[src/rtl/core/ctc_gd_pkg.sv]
// Package for the CTC greedy decoder: field widths, register indexes and the
// step record that travels from the front part to the back part.
// No dependencies.
package ctc_gd_pkg;

  localparam int SCORE_W    = 16;
  localparam int LABEL_W    = 13;
  localparam int MEAN_W     = 15;
  localparam int COUNT_W    = 11;
  localparam int SUM_W      = 26;
  localparam int CFG_IDX_W  = 2;
  localparam int CFG_DATA_W = 14;
  localparam int NCLS_W     = 14;
  localparam int NSTEP_W    = 11;

  localparam int QUEUE_DEPTH = 4;
  localparam int QPTR_W      = 2;
  localparam int QCNT_W      = 3;

  localparam int RST_NUM_CLASSES = 8192;
  localparam int RST_NUM_STEPS   = 80;

  localparam logic [CFG_IDX_W-1:0] REG_NUM_CLASSES = 2'd0;
  localparam logic [CFG_IDX_W-1:0] REG_NUM_STEPS   = 2'd1;

  localparam logic KIND_LABEL = 1'b0;
  localparam logic KIND_FINAL = 1'b1;

  // One record per finished time step that produces any result.
  typedef struct packed {
    logic               has_label;
    logic               is_end;
    logic [LABEL_W-1:0] label_index;
    logic [COUNT_W-1:0] count;
    logic [SUM_W-1:0]   sum;
  } step_rec_t;

endpackage

[src/rtl/core/ctc_gd_if.sv]
// Channel interfaces of the CTC greedy decoder: score input, result output
// and configuration write. Depends on ctc_gd_pkg.
interface ctc_gd_in_if;
  logic                                valid;
  logic                                ready;
  logic signed [ctc_gd_pkg::SCORE_W-1:0] class_score;

  modport source (output valid, output class_score, input ready);
  modport sink   (input valid, input class_score, output ready);
endinterface

interface ctc_gd_out_if;
  logic                            valid;
  logic                            ready;
  logic                            kind;
  logic [ctc_gd_pkg::LABEL_W-1:0]  label_index;
  logic [ctc_gd_pkg::MEAN_W-1:0]   mean_score;
  logic [ctc_gd_pkg::COUNT_W-1:0]  label_count;
  logic                            last;

  modport source (output valid, output kind, output label_index, output mean_score,
                  output label_count, output last, input ready);
  modport sink   (input valid, input kind, input label_index, input mean_score,
                  input label_count, input last, output ready);
endinterface

interface ctc_gd_cfg_if;
  logic                              valid;
  logic                              ready;
  logic [ctc_gd_pkg::CFG_IDX_W-1:0]  index;
  logic [ctc_gd_pkg::CFG_DATA_W-1:0] data;

  modport source (output valid, output index, output data, input ready);
  modport sink   (input valid, input index, input data, output ready);
endinterface

[src/rtl/core/ctc_greedy_decoder_unit.sv]
// Top level of the CTC greedy decoder: front part, step queue and back part.
// Depends on ctc_gd_pkg, ctc_gd_if, ctc_gd_front, ctc_gd_fifo, ctc_gd_back.
//
//   Channel    Dir  Payload                                        Handshake
//   in_chan    in   class_score (s16, Q1.15)                       valid/ready
//   out_chan   out  kind, label_index, mean_score, label_count, last  valid/ready
//   cfg_chan   in   index (0 num_classes, 1 num_steps), data        valid/ready
//
// The front part takes one score per cycle whenever the four-entry step queue
// has room. A label result is loaded into the output register when the back
// part takes its record from the queue; the final result waits for the
// bit-serial divider and then for a free output slot.
// Reset is synchronous and active low; there is no clearing pass. cfg_chan is
// always ready, and a stalled out_chan backs up into the queue and then in_chan.
module ctc_greedy_decoder_unit #(
  parameter int MAX_CLASSES = 8192,
  parameter int MAX_STEPS   = 1024
) (
  input  logic          clk,
  input  logic          rst_n,
  ctc_gd_in_if.sink     in_chan,
  ctc_gd_cfg_if.sink    cfg_chan,
  ctc_gd_out_if.source  out_chan
);

  logic                  q_full, q_push, q_empty, q_pop;
  ctc_gd_pkg::step_rec_t q_in_rec, q_head_rec;

  ctc_gd_front #(
    .MAX_CLASSES (MAX_CLASSES),
    .MAX_STEPS   (MAX_STEPS)
  ) u_front (
    .clk      (clk),
    .rst_n    (rst_n),
    .in_chan  (in_chan),
    .cfg_chan (cfg_chan),
    .q_full   (q_full),
    .q_push   (q_push),
    .q_rec    (q_in_rec)
  );

  ctc_gd_fifo u_fifo (
    .clk      (clk),
    .rst_n    (rst_n),
    .push     (q_push),
    .push_rec (q_in_rec),
    .full     (q_full),
    .pop      (q_pop),
    .empty    (q_empty),
    .head_rec (q_head_rec)
  );

  ctc_gd_back u_back (
    .clk      (clk),
    .rst_n    (rst_n),
    .q_empty  (q_empty),
    .q_rec    (q_head_rec),
    .q_pop    (q_pop),
    .out_chan (out_chan)
  );

endmodule

[src/rtl/core/ctc_gd_front.sv]
// Front part of the CTC greedy decoder: holds the configuration, tracks the
// running best class of each step and pushes one record per step that yields
// results. Depends on ctc_gd_pkg and ctc_gd_if.
module ctc_gd_front #(
  parameter int MAX_CLASSES = 8192,
  parameter int MAX_STEPS   = 1024
) (
  input  logic                   clk,
  input  logic                   rst_n,
  ctc_gd_in_if.sink              in_chan,
  ctc_gd_cfg_if.sink             cfg_chan,
  input  logic                   q_full,
  output logic                   q_push,
  output ctc_gd_pkg::step_rec_t  q_rec
);

  localparam int CPW = (MAX_CLASSES > 1) ? $clog2(MAX_CLASSES) : 1;
  localparam int SPW = (MAX_STEPS > 1) ? $clog2(MAX_STEPS) : 1;
  localparam int RST_LAST_CLASS =
    ((ctc_gd_pkg::RST_NUM_CLASSES > MAX_CLASSES) ? MAX_CLASSES
                                                 : ctc_gd_pkg::RST_NUM_CLASSES) - 1;
  localparam int RST_LAST_STEP =
    ((ctc_gd_pkg::RST_NUM_STEPS > MAX_STEPS) ? MAX_STEPS
                                             : ctc_gd_pkg::RST_NUM_STEPS) - 1;

  logic [CPW-1:0]                       last_class_r, last_class_nxt;
  logic [SPW-1:0]                       last_step_r, last_step_nxt;
  logic [CPW-1:0]                       class_pos_r, class_pos_nxt;
  logic [SPW-1:0]                       step_pos_r, step_pos_nxt;
  logic signed [ctc_gd_pkg::SCORE_W-1:0] best_score_r, best_score_nxt;
  logic [CPW-1:0]                       best_idx_r, best_idx_nxt;
  logic                                 best_found_r, best_found_nxt;
  logic [CPW-1:0]                       prev_idx_r, prev_idx_nxt;
  logic                                 prev_found_r, prev_found_nxt;
  logic [ctc_gd_pkg::SUM_W-1:0]         sum_r, sum_nxt;
  logic [ctc_gd_pkg::COUNT_W-1:0]       count_r, count_nxt;

  logic [ctc_gd_pkg::NCLS_W-1:0]        cfg_ncls;
  logic [ctc_gd_pkg::NSTEP_W-1:0]       cfg_nstep;
  logic                                 cfg_we, accept;
  logic                                 upd, class_end, step_end, repeat_cls, emit;
  logic signed [ctc_gd_pkg::SCORE_W-1:0] cur_score;
  logic [CPW-1:0]                       cur_idx;
  logic                                 cur_found;
  logic [ctc_gd_pkg::SUM_W-1:0]         step_sum;
  logic [ctc_gd_pkg::COUNT_W-1:0]       step_count;

  assign cfg_chan.ready = 1'b1;
  assign in_chan.ready  = !q_full;
  assign accept         = in_chan.valid && !q_full;
  assign cfg_we         = cfg_chan.valid &&
                          (cfg_chan.index == ctc_gd_pkg::REG_NUM_CLASSES ||
                           cfg_chan.index == ctc_gd_pkg::REG_NUM_STEPS);
  assign cfg_ncls       = cfg_chan.data[ctc_gd_pkg::NCLS_W-1:0];
  assign cfg_nstep      = cfg_chan.data[ctc_gd_pkg::NSTEP_W-1:0];

  // Registers hold the clamped count minus one, so the end test is an equality.
  always_comb begin
    last_class_nxt = last_class_r;
    last_step_nxt  = last_step_r;
    if (cfg_chan.valid && cfg_chan.index == ctc_gd_pkg::REG_NUM_CLASSES) begin
      if (cfg_ncls == '0) begin
        last_class_nxt = '0;
      end else if (32'(cfg_ncls) > MAX_CLASSES) begin
        last_class_nxt = CPW'(MAX_CLASSES - 1);
      end else begin
        last_class_nxt = CPW'(cfg_ncls - 1'b1);
      end
    end
    if (cfg_chan.valid && cfg_chan.index == ctc_gd_pkg::REG_NUM_STEPS) begin
      if (cfg_nstep == '0) begin
        last_step_nxt = '0;
      end else if (32'(cfg_nstep) > MAX_STEPS) begin
        last_step_nxt = SPW'(MAX_STEPS - 1);
      end else begin
        last_step_nxt = SPW'(cfg_nstep - 1'b1);
      end
    end
  end

  assign upd        = in_chan.class_score > best_score_r;
  assign cur_score  = upd ? in_chan.class_score : best_score_r;
  assign cur_idx    = upd ? class_pos_r : best_idx_r;
  assign cur_found  = upd || best_found_r;
  assign class_end  = class_pos_r == last_class_r;
  assign step_end   = step_pos_r == last_step_r;
  assign repeat_cls = (step_pos_r != '0) && prev_found_r && (prev_idx_r == cur_idx);
  assign emit       = cur_found && (cur_idx != '0) && !repeat_cls;
  // A found best is always positive, so its low 15 bits are its value.
  assign step_sum   = emit ? sum_r + ctc_gd_pkg::SUM_W'(cur_score[ctc_gd_pkg::SCORE_W-2:0])
                           : sum_r;
  assign step_count = emit ? count_r + 1'b1 : count_r;

  assign q_push            = accept && class_end && (emit || step_end);
  assign q_rec.has_label   = emit;
  assign q_rec.is_end      = step_end;
  assign q_rec.label_index = ctc_gd_pkg::LABEL_W'(cur_idx);
  assign q_rec.count       = step_count;
  assign q_rec.sum         = step_sum;

  always_comb begin
    class_pos_nxt  = class_pos_r;
    step_pos_nxt   = step_pos_r;
    best_score_nxt = best_score_r;
    best_idx_nxt   = best_idx_r;
    best_found_nxt = best_found_r;
    prev_idx_nxt   = prev_idx_r;
    prev_found_nxt = prev_found_r;
    sum_nxt        = sum_r;
    count_nxt      = count_r;
    if (cfg_we) begin
      class_pos_nxt  = '0;
      step_pos_nxt   = '0;
      best_score_nxt = '0;
      best_idx_nxt   = '0;
      best_found_nxt = 1'b0;
      prev_idx_nxt   = '0;
      prev_found_nxt = 1'b0;
      sum_nxt        = '0;
      count_nxt      = '0;
    end else if (accept) begin
      if (!class_end) begin
        class_pos_nxt  = class_pos_r + 1'b1;
        best_score_nxt = cur_score;
        best_idx_nxt   = cur_idx;
        best_found_nxt = cur_found;
      end else begin
        class_pos_nxt  = '0;
        best_score_nxt = '0;
        best_idx_nxt   = '0;
        best_found_nxt = 1'b0;
        if (!step_end) begin
          step_pos_nxt   = step_pos_r + 1'b1;
          prev_idx_nxt   = cur_idx;
          prev_found_nxt = cur_found;
          sum_nxt        = step_sum;
          count_nxt      = step_count;
        end else begin
          step_pos_nxt   = '0;
          prev_idx_nxt   = '0;
          prev_found_nxt = 1'b0;
          sum_nxt        = '0;
          count_nxt      = '0;
        end
      end
    end
  end

  always_ff @(posedge clk) begin
    if (!rst_n) begin
      last_class_r <= CPW'(RST_LAST_CLASS);
      last_step_r  <= SPW'(RST_LAST_STEP);
      class_pos_r  <= '0;
      step_pos_r   <= '0;
      best_score_r <= '0;
      best_idx_r   <= '0;
      best_found_r <= 1'b0;
      prev_idx_r   <= '0;
      prev_found_r <= 1'b0;
      sum_r        <= '0;
      count_r      <= '0;
    end else begin
      last_class_r <= last_class_nxt;
      last_step_r  <= last_step_nxt;
      class_pos_r  <= class_pos_nxt;
      step_pos_r   <= step_pos_nxt;
      best_score_r <= best_score_nxt;
      best_idx_r   <= best_idx_nxt;
      best_found_r <= best_found_nxt;
      prev_idx_r   <= prev_idx_nxt;
      prev_found_r <= prev_found_nxt;
      sum_r        <= sum_nxt;
      count_r      <= count_nxt;
    end
  end

endmodule

[src/rtl/core/ctc_gd_fifo.sv]
// Short queue of step records between the front and back parts of the CTC
// greedy decoder. Depends on ctc_gd_pkg.
module ctc_gd_fifo (
  input  logic                  clk,
  input  logic                  rst_n,
  input  logic                  push,
  input  ctc_gd_pkg::step_rec_t push_rec,
  output logic                  full,
  input  logic                  pop,
  output logic                  empty,
  output ctc_gd_pkg::step_rec_t head_rec
);

  ctc_gd_pkg::step_rec_t              mem [ctc_gd_pkg::QUEUE_DEPTH];
  logic [ctc_gd_pkg::QPTR_W-1:0]      wr_ptr_r, wr_ptr_nxt;
  logic [ctc_gd_pkg::QPTR_W-1:0]      rd_ptr_r, rd_ptr_nxt;
  logic [ctc_gd_pkg::QCNT_W-1:0]      fill_r, fill_nxt;

  assign full     = fill_r == ctc_gd_pkg::QCNT_W'(ctc_gd_pkg::QUEUE_DEPTH);
  assign empty    = fill_r == '0;
  assign head_rec = mem[rd_ptr_r];

  always_comb begin
    wr_ptr_nxt = push ? wr_ptr_r + 1'b1 : wr_ptr_r;
    rd_ptr_nxt = pop ? rd_ptr_r + 1'b1 : rd_ptr_r;
    fill_nxt   = fill_r;
    if (push && !pop) begin
      fill_nxt = fill_r + 1'b1;
    end else if (pop && !push) begin
      fill_nxt = fill_r - 1'b1;
    end
  end

  always_ff @(posedge clk) begin
    if (push) begin
      mem[wr_ptr_r] <= push_rec;
    end
  end

  always_ff @(posedge clk) begin
    if (!rst_n) begin
      wr_ptr_r <= '0;
      rd_ptr_r <= '0;
      fill_r   <= '0;
    end else begin
      wr_ptr_r <= wr_ptr_nxt;
      rd_ptr_r <= rd_ptr_nxt;
      fill_r   <= fill_nxt;
    end
  end

endmodule

[src/rtl/core/ctc_gd_back.sv]
// Back part of the CTC greedy decoder: turns step records into label and
// final results, with a bit-serial divider for the mean score.
// Depends on ctc_gd_pkg and ctc_gd_if.
module ctc_gd_back (
  input  logic                  clk,
  input  logic                  rst_n,
  input  logic                  q_empty,
  input  ctc_gd_pkg::step_rec_t q_rec,
  output logic                  q_pop,
  ctc_gd_out_if.source          out_chan
);

  localparam int DIV_CNT_W = $clog2(ctc_gd_pkg::SUM_W);
  localparam int COUNT_W   = ctc_gd_pkg::COUNT_W;
  localparam int SUM_W     = ctc_gd_pkg::SUM_W;

  typedef enum logic [2:0] {
    S_IDLE = 3'b001,
    S_DIV  = 3'b010,
    S_FIN  = 3'b100
  } back_state_t;

  back_state_t                    state_r, state_nxt;
  logic [COUNT_W:0]               rem_r, rem_nxt;
  logic [SUM_W-1:0]               quo_r, quo_nxt;
  logic [COUNT_W-1:0]             den_r, den_nxt;
  logic [DIV_CNT_W-1:0]           div_cnt_r, div_cnt_nxt;

  logic                           out_valid_r, out_valid_nxt;
  logic                           out_kind_r, out_kind_nxt;
  logic [ctc_gd_pkg::LABEL_W-1:0] out_label_r, out_label_nxt;
  logic [ctc_gd_pkg::MEAN_W-1:0]  out_mean_r, out_mean_nxt;
  logic [COUNT_W-1:0]             out_count_r, out_count_nxt;
  logic                           out_last_r, out_last_nxt;

  logic                           slot_free, take;
  logic [COUNT_W:0]               rem_sh;

  assign slot_free = !out_valid_r || out_chan.ready;
  assign take      = (state_r == S_IDLE) && !q_empty && (!q_rec.has_label || slot_free);
  assign q_pop     = take;
  assign rem_sh    = {rem_r[COUNT_W-1:0], quo_r[SUM_W-1]};

  always_comb begin
    state_nxt     = state_r;
    rem_nxt       = rem_r;
    quo_nxt       = quo_r;
    den_nxt       = den_r;
    div_cnt_nxt   = div_cnt_r;
    out_valid_nxt = out_valid_r && !out_chan.ready;
    out_kind_nxt  = out_kind_r;
    out_label_nxt = out_label_r;
    out_mean_nxt  = out_mean_r;
    out_count_nxt = out_count_r;
    out_last_nxt  = out_last_r;
    case (state_r)
      S_IDLE: begin
        if (take) begin
          if (q_rec.has_label) begin
            out_valid_nxt = 1'b1;
            out_kind_nxt  = ctc_gd_pkg::KIND_LABEL;
            out_label_nxt = q_rec.label_index;
            out_mean_nxt  = '0;
            out_count_nxt = q_rec.count;
            out_last_nxt  = 1'b0;
          end
          if (q_rec.is_end) begin
            rem_nxt     = '0;
            quo_nxt     = q_rec.sum;
            den_nxt     = q_rec.count;
            div_cnt_nxt = '0;
            state_nxt   = S_DIV;
          end
        end
      end
      S_DIV: begin
        // Restoring division, one quotient bit per cycle.
        if (rem_sh >= {1'b0, den_r}) begin
          rem_nxt = rem_sh - {1'b0, den_r};
          quo_nxt = {quo_r[SUM_W-2:0], 1'b1};
        end else begin
          rem_nxt = rem_sh;
          quo_nxt = {quo_r[SUM_W-2:0], 1'b0};
        end
        if (div_cnt_r == DIV_CNT_W'(SUM_W - 1)) begin
          state_nxt = S_FIN;
        end else begin
          div_cnt_nxt = div_cnt_r + 1'b1;
        end
      end
      S_FIN: begin
        if (slot_free) begin
          out_valid_nxt = 1'b1;
          out_kind_nxt  = ctc_gd_pkg::KIND_FINAL;
          out_label_nxt = '0;
          // With nothing emitted the mean is zero, not the divider's all-ones.
          out_mean_nxt  = (den_r == '0) ? '0 : quo_r[ctc_gd_pkg::MEAN_W-1:0];
          out_count_nxt = den_r;
          out_last_nxt  = 1'b1;
          state_nxt     = S_IDLE;
        end
      end
      default: begin
        state_nxt = S_IDLE;
      end
    endcase
  end

  always_ff @(posedge clk) begin
    if (!rst_n) begin
      state_r     <= S_IDLE;
      out_valid_r <= 1'b0;
    end else begin
      state_r     <= state_nxt;
      out_valid_r <= out_valid_nxt;
    end
  end

  always_ff @(posedge clk) begin
    rem_r       <= rem_nxt;
    quo_r       <= quo_nxt;
    den_r       <= den_nxt;
    div_cnt_r   <= div_cnt_nxt;
    out_kind_r  <= out_kind_nxt;
    out_label_r <= out_label_nxt;
    out_mean_r  <= out_mean_nxt;
    out_count_r <= out_count_nxt;
    out_last_r  <= out_last_nxt;
  end

  assign out_chan.valid       = out_valid_r;
  assign out_chan.kind        = out_kind_r;
  assign out_chan.label_index = out_label_r;
  assign out_chan.mean_score  = out_mean_r;
  assign out_chan.label_count = out_count_r;
  assign out_chan.last        = out_last_r;

endmodule

[src/flat_wrapper.sv]
// flat-port wrapper written by rule: the top's interface ports become plain ports
module ctc_greedy_decoder_unit_flat 
#(
  parameter int MAX_CLASSES = 8192,
  parameter int MAX_STEPS   = 1024
)
  (clk, rst_n, in_chan_valid, in_chan_class_score, in_chan_ready, cfg_chan_valid, cfg_chan_index, cfg_chan_data, cfg_chan_ready, out_chan_valid, out_chan_kind, out_chan_label_index, out_chan_mean_score, out_chan_label_count, out_chan_last, out_chan_ready);
  ctc_gd_in_if in_chan_i ();
  ctc_gd_cfg_if cfg_chan_i ();
  ctc_gd_out_if out_chan_i ();
  input  logic clk;
  input  logic rst_n;
  input wire logic [$bits(in_chan_i.valid)-1:0] in_chan_valid;
  input wire logic [$bits(in_chan_i.class_score)-1:0] in_chan_class_score;
  output wire logic [$bits(in_chan_i.ready)-1:0] in_chan_ready;
  input wire logic [$bits(cfg_chan_i.valid)-1:0] cfg_chan_valid;
  input wire logic [$bits(cfg_chan_i.index)-1:0] cfg_chan_index;
  input wire logic [$bits(cfg_chan_i.data)-1:0] cfg_chan_data;
  output wire logic [$bits(cfg_chan_i.ready)-1:0] cfg_chan_ready;
  output wire logic [$bits(out_chan_i.valid)-1:0] out_chan_valid;
  output wire logic [$bits(out_chan_i.kind)-1:0] out_chan_kind;
  output wire logic [$bits(out_chan_i.label_index)-1:0] out_chan_label_index;
  output wire logic [$bits(out_chan_i.mean_score)-1:0] out_chan_mean_score;
  output wire logic [$bits(out_chan_i.label_count)-1:0] out_chan_label_count;
  output wire logic [$bits(out_chan_i.last)-1:0] out_chan_last;
  input wire logic [$bits(out_chan_i.ready)-1:0] out_chan_ready;
  assign in_chan_i.valid = in_chan_valid;
  assign in_chan_i.class_score = in_chan_class_score;
  assign in_chan_ready = in_chan_i.ready;
  assign cfg_chan_i.valid = cfg_chan_valid;
  assign cfg_chan_i.index = cfg_chan_index;
  assign cfg_chan_i.data = cfg_chan_data;
  assign cfg_chan_ready = cfg_chan_i.ready;
  assign out_chan_valid = out_chan_i.valid;
  assign out_chan_kind = out_chan_i.kind;
  assign out_chan_label_index = out_chan_i.label_index;
  assign out_chan_mean_score = out_chan_i.mean_score;
  assign out_chan_label_count = out_chan_i.label_count;
  assign out_chan_last = out_chan_i.last;
  assign out_chan_i.ready = out_chan_ready;
  ctc_greedy_decoder_unit #(.MAX_CLASSES(MAX_CLASSES), .MAX_STEPS(MAX_STEPS)) u_core (.clk(clk), .rst_n(rst_n), .in_chan(in_chan_i), .cfg_chan(cfg_chan_i), .out_chan(out_chan_i));
endmodule
[config.mk]
export PLATFORM = sky130hd
export DESIGN_NAME = ctc_greedy_decoder_unit_flat
export DESIGN_NICKNAME = d
export VERILOG_FILES = /design/src/rtl/core/ctc_gd_pkg.sv /design/src/rtl/core/ctc_gd_if.sv /design/src/rtl/core/ctc_greedy_decoder_unit.sv /design/src/rtl/core/ctc_gd_front.sv /design/src/rtl/core/ctc_gd_fifo.sv /design/src/rtl/core/ctc_gd_back.sv /design/src/flat_wrapper.sv
export SDC_FILE = /design/constraint.sdc
export NUM_CORES = 1
export LEC_CHECK = 0
export BUFFER_PORTS_ARGS = -buffer_cell sky130_fd_sc_hd__buf_2
export CAP_MARGIN = 10
export CORE_MARGIN = 4
export CORE_UTILIZATION = 45
export DETAILED_ROUTE_END_ITERATION = 6
export PLACE_DENSITY = 0.58
export SLEW_MARGIN = 20
export SYNTH_ARGS = -nofsm -noshare
export SYNTH_HDL_FRONTEND = slang
export SYNTH_SLANG_ARGS = --single-unit
[constraint.sdc]
create_clock -name clk -period 9.6 [get_ports clk]
set_input_delay 1.44 -clock clk [delete_from_list [all_inputs] [get_ports clk]]
set_output_delay 1.44 -clock clk [all_outputs]
set_load 0.05 [all_outputs]
; ---- Word level (Yosys, flattened, before mapping)
; Memories as Yosys holds them, arrays and structs flattened. A register that Yosys moved wholly into a read port is not among the register bits.
; Cells that the tools add are included.
[classes]
n_reduce_logical = 47
bitwise_logic = 1
mux = 61
n_mul = 0
add_sub_neg = 12
n_eq_ne = 15
n_shift = 0
n_div = 0
order_cmp = 4
[ops]
columns = cell, n
row1 = 13-bit 2-to-1 mux, 9
row2 = 26-bit 2-to-1 mux, 4
row3 = 11-bit 2-to-1 mux, 8
row4 = 15-bit 2-to-1 mux, 4
row5 = 26-bit one-hot mux with 2 select lines, 1
row6 = 11-bit one-hot mux with 2 select lines, 2
row7 = 16-bit 2-to-1 mux, 2
row8 = 10-bit 2-to-1 mux, 3
row9 = 15-bit one-hot mux with 2 select lines, 1
row10 = 26-bit by 15-bit adder with 26-bit output, 1
row11 = 13-bit == test, 2
row12 = 13-bit one-hot mux with 2 select lines, 1
row13 = 11-bit logical NOT, 2
row14 = 3-bit 2-to-1 mux, 6
row15 = 16-bit greater-than comparator, 1
row16 = 1-bit logical AND, 15
row17 = 5-bit 2-to-1 mux, 3
row18 = "14-bit greater-than comparator, second input constant", 1
row19 = 14-bit logical NOT, 1
row20 = "13-bit by 1-bit adder with 13-bit output, second input constant", 1
row21 = 13-bit nonzero test, 1
row22 = "13-bit by 1-bit subtractor with 13-bit output, second input constant", 1
row23 = 12-bit by 11-bit >= comparator with 1-bit output, 1
row24 = 4-bit AND reduction, 3
row25 = 32 further kinds, 66
[word_totals]
latch_bits = 0
ram_bits = 208
reg_bits = 231
rom_bits = 0
elab_cells = 166
memories = 1
in_bits = 37
output_inout_bits = 44
[memory_table]
columns = name, words, word_bits, read_ports, rd_clocked_by_memory_dff, wr, line_no
row1 = u_core.u_fifo.mem, 4, 52, 1, 1, 1, ctc_gd_fifo.sv:14  ; ctc_gd_pkg::step_rec_t mem [ctc_gd_pkg::QUEUE_DEPTH];

; ---- Logic depth before layout (Yosys ltp)
; Gate-level depths: netlist (run 1).
[depth]
word_depth = 12
depth_mapped = 21
depth_no_buf = 20

; ---- Hierarchy
; A second synthesis (run 1) with hierarchy kept.
[unflattened]
cells_unflattened = 1707
hier_area_um2 = 20432.1
[modules_own_cells]
columns = module, cells_each, area_per_inst_um2, seq_area_each_um2, n_inst
row1 = ctc_gd_fifo, 315, 8010.2, 6426.2, 1
row2 = ctc_gd_front, 1020, 7891.3, 2542.4, 1
row3 = ctc_gd_back, 372, 4530.6, 2872.8, 1

; ---- Least setup slack after synthesis (run 1)
; No wires, ideal clock.
[synth_timing]
path_kind = in2reg
startpoint = input port in_chan_class_score[15]
endpoint = memory u_core.u_fifo.mem[0][20] in the netlist's numbering (data pin)
required_time_ns = 9.329
setup_ns = 0.271
path_slack_ns = 3.448
stages = 17
n_path_buf = 1
arrival_ns = 5.881
cell_sequence = ha_1 -> nand4_1 -> nor4_1 -> a21oi_1 -> a21oi_1 -> buf_2 -> mux2_2 -> fa_1 -> a211oi_1 -> nor2_1 -> o41ai_2 -> o21ai_1 -> o221a_2 -> o41ai_2 -> inv_1 -> and3_1 -> xor2_1
[synth_lines]
columns = item, line_no
row1 = start: declaration, flat_wrapper.sv:14  ; input wire logic [$bits(in_chan_i.class_score)-1:0] in_chan_class_score;
row2 = end: declaration, ctc_gd_fifo.sv:14

==> impl_metrics.toml, run 1 <==
[final_layout]
nNetsFinal = 1740
drive_gt1_share_pct = 18.5
synthToLayoutAreaGrowth_pct = 12.2
antenna_cells = 0
design_area_mm2 = 0.0225

[logic_synthesis]
async_flop_share_pct = 0
ys_seq_area_share_pct = 59.0
ys.flop_type = "edfxtp_1"
yosysMostFrequentCell = "edfxtp_1"
syn_area_per_cell_um2 = 12.7
synth_cell_types = 75
synth_commonest_cells = "edfxtp_1, dfxtp_1, nand2_1"
syn_nets = 1671
synth_warnings = 0
yosys.area.top_type = "edfxtp_1"
synth_area_mm2 = 0.0201
synth_top_area_share_pct = 45.1
synth.area.top_cells = "edfxtp_1, dfxtp_1, mux4_2"
synth_edf_count = 301
ys_ff_latch = 441
synthCells = 1577

[clocking]
cts_buffers = 47
postCtsSetupBuffers = 0
cts_resized = 0
cts_buffer_depth = 3
cts.sinks = 441
root_buffer = "clkbuf_16"
clk_pin_slew_ns = 0.06
holdBufCountCts = 0
clock_latency_ns = 0.57
cts_max_level = 2
cts_tree = "built"

[sta]
finalClockSkew_ns = 0.0188
rsz0062_at_grt = "no"
setup_viol = 0
layout_setup_ws_ns = 3.47
fmaxAchievable_ghz = 0.163
worst_pin_slew_ns = 1.04
slew_headroom_pct = 29.9
slew_violations = 0
min_period_over_period_pct = 63.9
fin_crit_ns = 6.13
hold_viol_final = 0
setup_tns_ns = 0

[global_routing]
grt_pass1_wl_um = 68900
grt_usage_pct = 18.1
antenna_found_initial = 1
grt_pass1_vias = 12300
overflow = 0
grt_max_degree = 54

[worst_setup_path]
crit_path_end_kind = "flip-flop"
crit_fanout = 25
critPathMaxStageDelay_ns = 0.60
ff2ff_path_depth = 18
r2r_slack_ns = 4.09
arrival_ns = 6.42
r2r_end = "u_core.u_fifo.mem[2][20]$_DFFE_PP_"
worstSetupPathDepth = 18
critPathLaunchType = "primary input"
path_cells = "buf_2 -> ha_1 -> nand4_1 -> nor4_1 -> a21oi_1 -> a21oi_2 -> buf_4 -> mux2_2 -> ha_1 -> a211oi_1 -> nor2_1 -> o41ai_2 -> o21ai_1 -> o221a_2 -> o41ai_2 -> inv_1 -> and3_1 -> xor2_1"
crit_buf_inv = 3
cpMaxStageDelayCell = "o41ai_2"
crit_family = "compound AO/OA/AOI/OAI gates"
worstSetupPathType = "primary input to flip-flop"
r2r_start = "u_core.u_front.best_score_r[11]$_SDFFE_PP0P_"
worstPathRequired_ns = 9.88

[power_and_ir_drop]
p_sw_share_pct = 29.8
intPower_mw = 3.66
p_per_area_mw_per_mm2 = 231
seq_power_share_pct = 45.9
ir_drop_mv = 0.153
p_leak_nw = 7.89
pwr-share-clk_pct = 33.1
p_sw_mw = 1.55
pwr-share-comb_pct = 20.9

[placed_design]
port_buffers = 79
gp_congestion = 0.821
dpl.hpwl_um = 28400
dpl_cell_area_mm2 = 0.0211
pre_cts_ws_ns = 2.97

[drt]
avgRoutedWirePerCell_um = 19.0
ant_nets = 0
first_pass_iters = 5
via_per_inst = 5.42
routed_wirelength_um = 43300
drc_errors = 0
dr.first_iter.drc_count = 837
vias = 12300

[floorplan]
die_h_um = 219
initial_core_util_pct = 45.5
die_area_mm2 = 0.0480
rows = 77
num_io_pins = 81
die_w_um = 219
core-area_mm2 = 0.0441

[hold_path]
hp-class = "flip-flop to flip-flop"
min_from = "u_core.u_front.prev_found_r$_SDFFE_PP0P_"
whs_endpoint = "u_core.u_front.prev_found_r$_SDFFE_PP0P_"
holdPathStages = 2

[run_status]
status = "complete, no violations"

[job]
drv_cap = 0
==> worst reg2reg max path, stage by stage (launching register included) <==
cell      delay (ns)
dfxtp_1         0.37
inv_1           0.06
ha_1            0.29
nand4_1         0.14
nor4_1          0.42
a21oi_1         0.24
a21oi_2         0.20
buf_4           0.36
mux2_2          0.40
ha_1            0.35
a211oi_1        0.24
nor2_1          0.12
o41ai_2         0.26
o21ai_1         0.17
o221a_2         0.30
o41ai_2         0.60
inv_1           0.26
and3_1          0.26
xor2_1          0.17
==> per-layer routing <==
layer  GRT usage [%]  vias up  share of wire [%]
met3            2.82       60                3.9
met4            5.01        2                2.1
met5               0        -              0.046
met2            28.6      212                 46
met1            26.3     6104                 48
li1                -     5968                  -
==> stage by stage <==
stage	cells	hold WS, ns	util, %	power [mW]
6_report	2276	0.478	51.0	5.20
3_5_place_dp	2189	0.450	47.7	3.54
3_3_place_gp	2189	0.453	47.7	3.52
4_1_cts	2276	0.473	51.0	5.28
2_1_floorplan	1577	0.425	-	3.23
5_1_grt	2276	0.498	51.0	5.46
==> sequential cells by signal, summed over array words and instances, names as in the netlist, 11 cells and up, named ones only <==
name,cells
u_core.u_back.quo_r,26
u_core.u_front.last_class_r,13
u_core.u_front.count_r,11
u_core.u_front.sum_r,26
u_core.u_back.out_chan.label_index,13
u_core.u_back.rem_r,11
u_core.u_fifo.mem,208
u_core.u_front.prev_idx_r,13
u_core.u_back.out_chan.label_count,11
u_core.u_front.best_idx_r,13
u_core.u_back.den_r,11
u_core.u_back.out_chan.mean_score,15
u_core.u_front.best_score_r,16
u_core.u_front.class_pos_r,13
==> cells in the final DEF (no fill, tap or decap), drive strengths merged, types with 4 or more instances in the layout <==
master and count:
edfxtp 301, dfxtp 140, nand2 132, nor2 115, buf 99, xor2 66
clkbuf 66, mux2 65, inv 59, ha 54, xnor2 53, mux4 51
o21ai 50, a21oi 40, nand3 35, nor3 29, a22oi 29, a22o 28
and2 26, nor2b 23, nor4 22, nand4 21, a31oi 21, clkinv 18
a21o 15, a211oi 15, and3 14, mux2i 12, nand2b 11, or3 8
o211ai 5, nand3b 4, o21a 4, o31a 4, a32oi 4
==> power groups by stage <==
stage | Combinational, mW | Clock, mW | Sequential [mW]
after detailed placement | 1.10 | 0 | 2.44
after CTS | 1.11 | 1.77 | 2.40
after global routing | 1.20 | 1.85 | 2.42
after floorplan | 0.682 | 0 | 2.55
after global placement | 1.09 | 0 | 2.43
final | 1.09 | 1.72 | 2.39
==> how the worst max path moves through the flow <==
stage,startpoint,end,slack [ns]
3_3_place_gp,in_chan_class_score[15],u_core.u_fifo.mem[0][20]$_DFFE_PP_,3.03
4_1_cts,in_chan_class_score[15],u_core.u_fifo.mem[0][20]$_DFFE_PP_,3.54
2_1_floorplan,in_chan_class_score[15],u_core.u_fifo.mem[0][20]$_DFFE_PP_,3.45
5_1_grt,in_chan_class_score[15],u_core.u_fifo.mem[0][20]$_DFFE_PP_,3.09
3_5_place_dp,in_chan_class_score[15],u_core.u_fifo.mem[0][20]$_DFFE_PP_,2.97
6_report,in_chan_class_score[15],u_core.u_fifo.mem[2][20]$_DFFE_PP_,3.47
==> cells by family (layout without fill, tap and decap cells) <==
group                    count (synthesis)  in the layout  synth area share [%]
buffers and inverters                  139            246                  2.84
flip-flops                             441            441                  59.0
AND/OR/NAND/NOR                        450            450                  10.8
other                                    1              1                0.0187
AO/OA/AOI/OAI                          242            242                  8.49
multiplexers                           128            128                  9.97
adder cells (fa/ha/maj)                 57             57                  3.67
XOR/XNOR                               119            119                  5.20
==> cell type report <==
cell class,count,area (um^2)
flip-flops and latches,441,11800
repair buffers,99,546
clock buffers,66,1310
inverters,60,225
well taps,592,741
clock inverters,21,150
fillers,3885,21600
multi-input cells,997,7690
Power figures use the tool's default switching activity.
==> inputs of run 2 (changes only) <==
Settings changed: ABC_AREA set to 1, PLACE_DENSITY 0.58 to 0.61.
Clock period 9.6 ns to 5 ns, I/O delays scaled along.
==> run 2 against run 1 <==
Against the previous run: sequential share of layout area is 1.3 points lower; register-to-register slack worse by 3.4 ns; clock power is 110% higher; combinational power grew to 3.4 times the previous value; die area is 1.1% higher; clock skew is 0.0055 ns lower; hold slack worse by 0.026 ns; critical path type is now flip-flop to flip-flop; critical endpoint is now u_core.u_fifo.mem[3][14]$_DFFE_PP_; largest cell class unchanged.
==> impl_metrics.toml, run 2 <==
[run_status]
status = "complete, no violations"

[sta]
hold_slack_ns = 0.452
finalClockSkew_ns = 0.0133
setup_viol = 0
setup_tns_ns = 0
worst_pin_slew_ns = 0.977
min_period_over_period_pct = 86.9
fmaxAchievable_ghz = 0.230
fin_crit_ns = 4.34
rsz0062_at_grt = "no"
layout_setup_ws_ns = 0.655
hold_viol_final = 0
slew_headroom_pct = 34.8
slew_violations = 0

[worst_setup_path]
worstSetupPathDepth = 26
arrival_ns = 4.66
cpMaxStageDelayCell = "fa_1"
worstPathRequired_ns = 5.32
crit_top_cell = "nand2_1"
crit_buf_inv = 3
r2r_start = "u_core.u_front.best_score_r[5]$_SDFFE_PP0P_"
crit_family = "compound AO/OA/AOI/OAI gates"
crit_path_end_kind = "flip-flop"
r2r_end = "u_core.u_fifo.mem[3][14]$_DFFE_PP_"
crit_fanout = 13
critPathLaunchType = "flip-flop"
r2r_slack_ns = 0.66
worstSetupPathType = "flip-flop to flip-flop"
ff2ff_path_depth = 26
critPathMaxStageDelay_ns = 0.48

[floorplan]
core-area_mm2 = 0.0444
die_w_um = 220
die_area_mm2 = 0.0486
num_io_pins = 81
initial_core_util_pct = 45.7
die_h_um = 220
rows = 77

[placed_design]
port_buffers = 79
dpl.hpwl_um = 30900
dp.cells = 2794
pre_cts_ws_ns = 0.138
gp_congestion = 0.858
dpl_cell_area_mm2 = 0.0214

[final_layout]
nNetsFinal = 2346
layout_commonest_cell = "nand2_1"
largest_reg_flops = 208
drive_gt1_share_pct = 9.69
layout_common_cells = "nand2_1, edfxtp_1, nor2_1"
fillers = 3981
antenna_cells = 0
synthToLayoutAreaGrowth_pct = 13.6
final_util_pct = 51.9
top_regs = "u_core.u_fifo.mem x208, u_core.u_back.quo_r x26, u_core.u_front.sum_r x26"
design_area_mm2 = 0.0231
regMostFlops = "u_core.u_fifo.mem"
fin_cells = 2884

[power_and_ir_drop]
intPower_mw = 7.86
pwr-share-clk_pct = 29.5
p_per_area_mw_per_mm2 = 532
p_sw_mw = 4.40
ir_drop_mv = 0.435
pwr-share-comb_pct = 30.6
seq_power_share_pct = 39.8
p_sw_share_pct = 35.9
power_mw = 12.3
p_leak_nw = 8.95

[global_routing]
grt_pass1_wl_um = 76100
groute.layer.met2.usage_pct = 32.3
met1_usage_pct = 27.5
antenna_found_initial = 0
grt_pass1_vias = 14500
grt_max_degree = 84
top_usage_layer = "met2"
overflow = 0
grt_use_met3_pct = 3.05
grt_usage_pct = 19.6

[logic_synthesis]
synthCells = 2177
synth_edf_count = 301
ys_seq_area_share_pct = 58.3
synth_top_family_by_area = "simple AND/OR/NAND/NOR gates"
yosysMostFrequentCell = "nand2_1"
synth_top_area_share_pct = 44.5
syn_area_per_cell_um2 = 9.33
synth_commonest_cells = "nand2_1, edfxtp_1, nor2_1"
synth_simple_gate_area_share_pct = 17.2
synth.area.top_cells = "edfxtp_1, dfxtp_1, nand2_1"
yosys.area.top_type = "edfxtp_1"
synth_warnings = 0
syn_nets = 2271
ys.flop_type = "edfxtp_1"
synth-adder-area-share_pct = 3.62
async_flop_share_pct = 0
synth.area.mux_share_pct = 0
synth_xor_area_share_pct = 2.85
synth_area_mm2 = 0.0203
ys_ff_latch = 441
synth_compound_area_share_pct = 11.8
synth_cell_types = 57

[clocking]
clk_pin_slew_ns = 0.06
cts_max_level = 2
postCtsSetupBuffers = 0
cts.sinks = 441
holdBufCountCts = 0
cts_buffers = 48
cts_buffer_depth = 3
cts_resized = 0
clock_latency_ns = 0.58
root_buffer = "clkbuf_16"
cts_tree = "built"

[hold_path]
holdPathStages = 2
min_from = "u_core.u_front.best_found_r$_SDFFE_PP0P_"
whs_endpoint = "u_core.u_front.best_found_r$_SDFFE_PP0P_"
hp-class = "flip-flop to flip-flop"

[drt]
ant_nets = 0
drc_errors = 0
via_per_inst = 5.19
avgRoutedWirePerCell_um = 16.4
first_pass_iters = 5
routed_wirelength_um = 47200
dr.first_iter.drc_count = 1052
vias = 15000

[job]
drv_cap = 0
## run 2: cell count changes after synthesis, moves of 28 or more
cell | before | now
a21oi_1 | 39 | 122
a22o_1 | 28 | 0
nor2_1 | 114 | 259
o21ai_0 | 46 | 196
o22ai_1 | 0 | 38
nand2_1 | 131 | 446
mux4_2 | 51 | 0
mux2_2 | 65 | 0
inv_1 | 58 | 225
xnor2_1 | 53 | 24
o21ai_1 | 1 | 35
## run 2: power by group through the flow
stage	sequential (mW)	combinational [mW]	clock [mW]
after floorplan	5.55	2.14	0
after global placement	4.96	3.70	0
after detailed placement	4.97	3.77	0
after CTS	4.89	3.79	3.70
after global routing	4.93	4.18	3.88
final	4.89	3.75	3.62
## run 2: worst min-delay path, delay by kind of cell (launching register included)
family / cells / cell delay [ns]
AO/OA/AOI/OAI: 1 / 0.05
flip-flops: 1 / 0.31
buffers and inverters: 1 / 0.05
## run 2: how the worst max path moves through the flow
| stage | start | to | slack, ns |
|---|---|---|---|
| after floorplan | in_chan_class_score[15] | u_core.u_fifo.mem[0][0]$_DFFE_PP_ | -0.41 |
| final | u_core.u_front.best_score_r[5]$_SDFFE_PP0P_ | u_core.u_fifo.mem[3][14]$_DFFE_PP_ | 0.66 |
| after global placement | in_chan_class_score[5] | u_core.u_fifo.mem[3][14]$_DFFE_PP_ | 0.24 |
| after global routing | u_core.u_front.best_score_r[5]$_SDFFE_PP0P_ | u_core.u_fifo.mem[3][14]$_DFFE_PP_ | 0.05 |
| after detailed placement | in_chan_class_score[5] | u_core.u_fifo.mem[3][14]$_DFFE_PP_ | 0.14 |
| after CTS | u_core.u_front.best_score_r[5]$_SDFFE_PP0P_ | u_core.u_fifo.mem[3][14]$_DFFE_PP_ | 0.63 |
## run 2: routing by layer
layer  vias to the layer above  part of all wire [%]  wire length [um]
li1                       7508                     -                 -
met1                      7144                    47             22300
met2                       258                    47             22200
met3                        59                   4.2              1970
met4                         0                   1.6               753
met5                         -                     0                 0
## run 2: cells by family (layout without fill, tap and decap cells)
kind of cell,after synthesis,in the layout
AOI/OAI and AO/OA,443,443
xor gates and xnor gates,66,66
adders and majority gates,57,57
buffers and inverters,318,433
DFF,441,441
other,1,1
and+or+nand+nor,851,851
## run 2: cell type report
class	instances	area [um^2]	share of cell area, %
sequential	441	11800	51.4
multi-input combinational	1418	7290	31.6
clock buffer	69	1360	5.91
inverter	230	866	3.75
tap	592	741	3.21
timing repair buffer	113	688	2.98
clock inverter	21	268	1.16
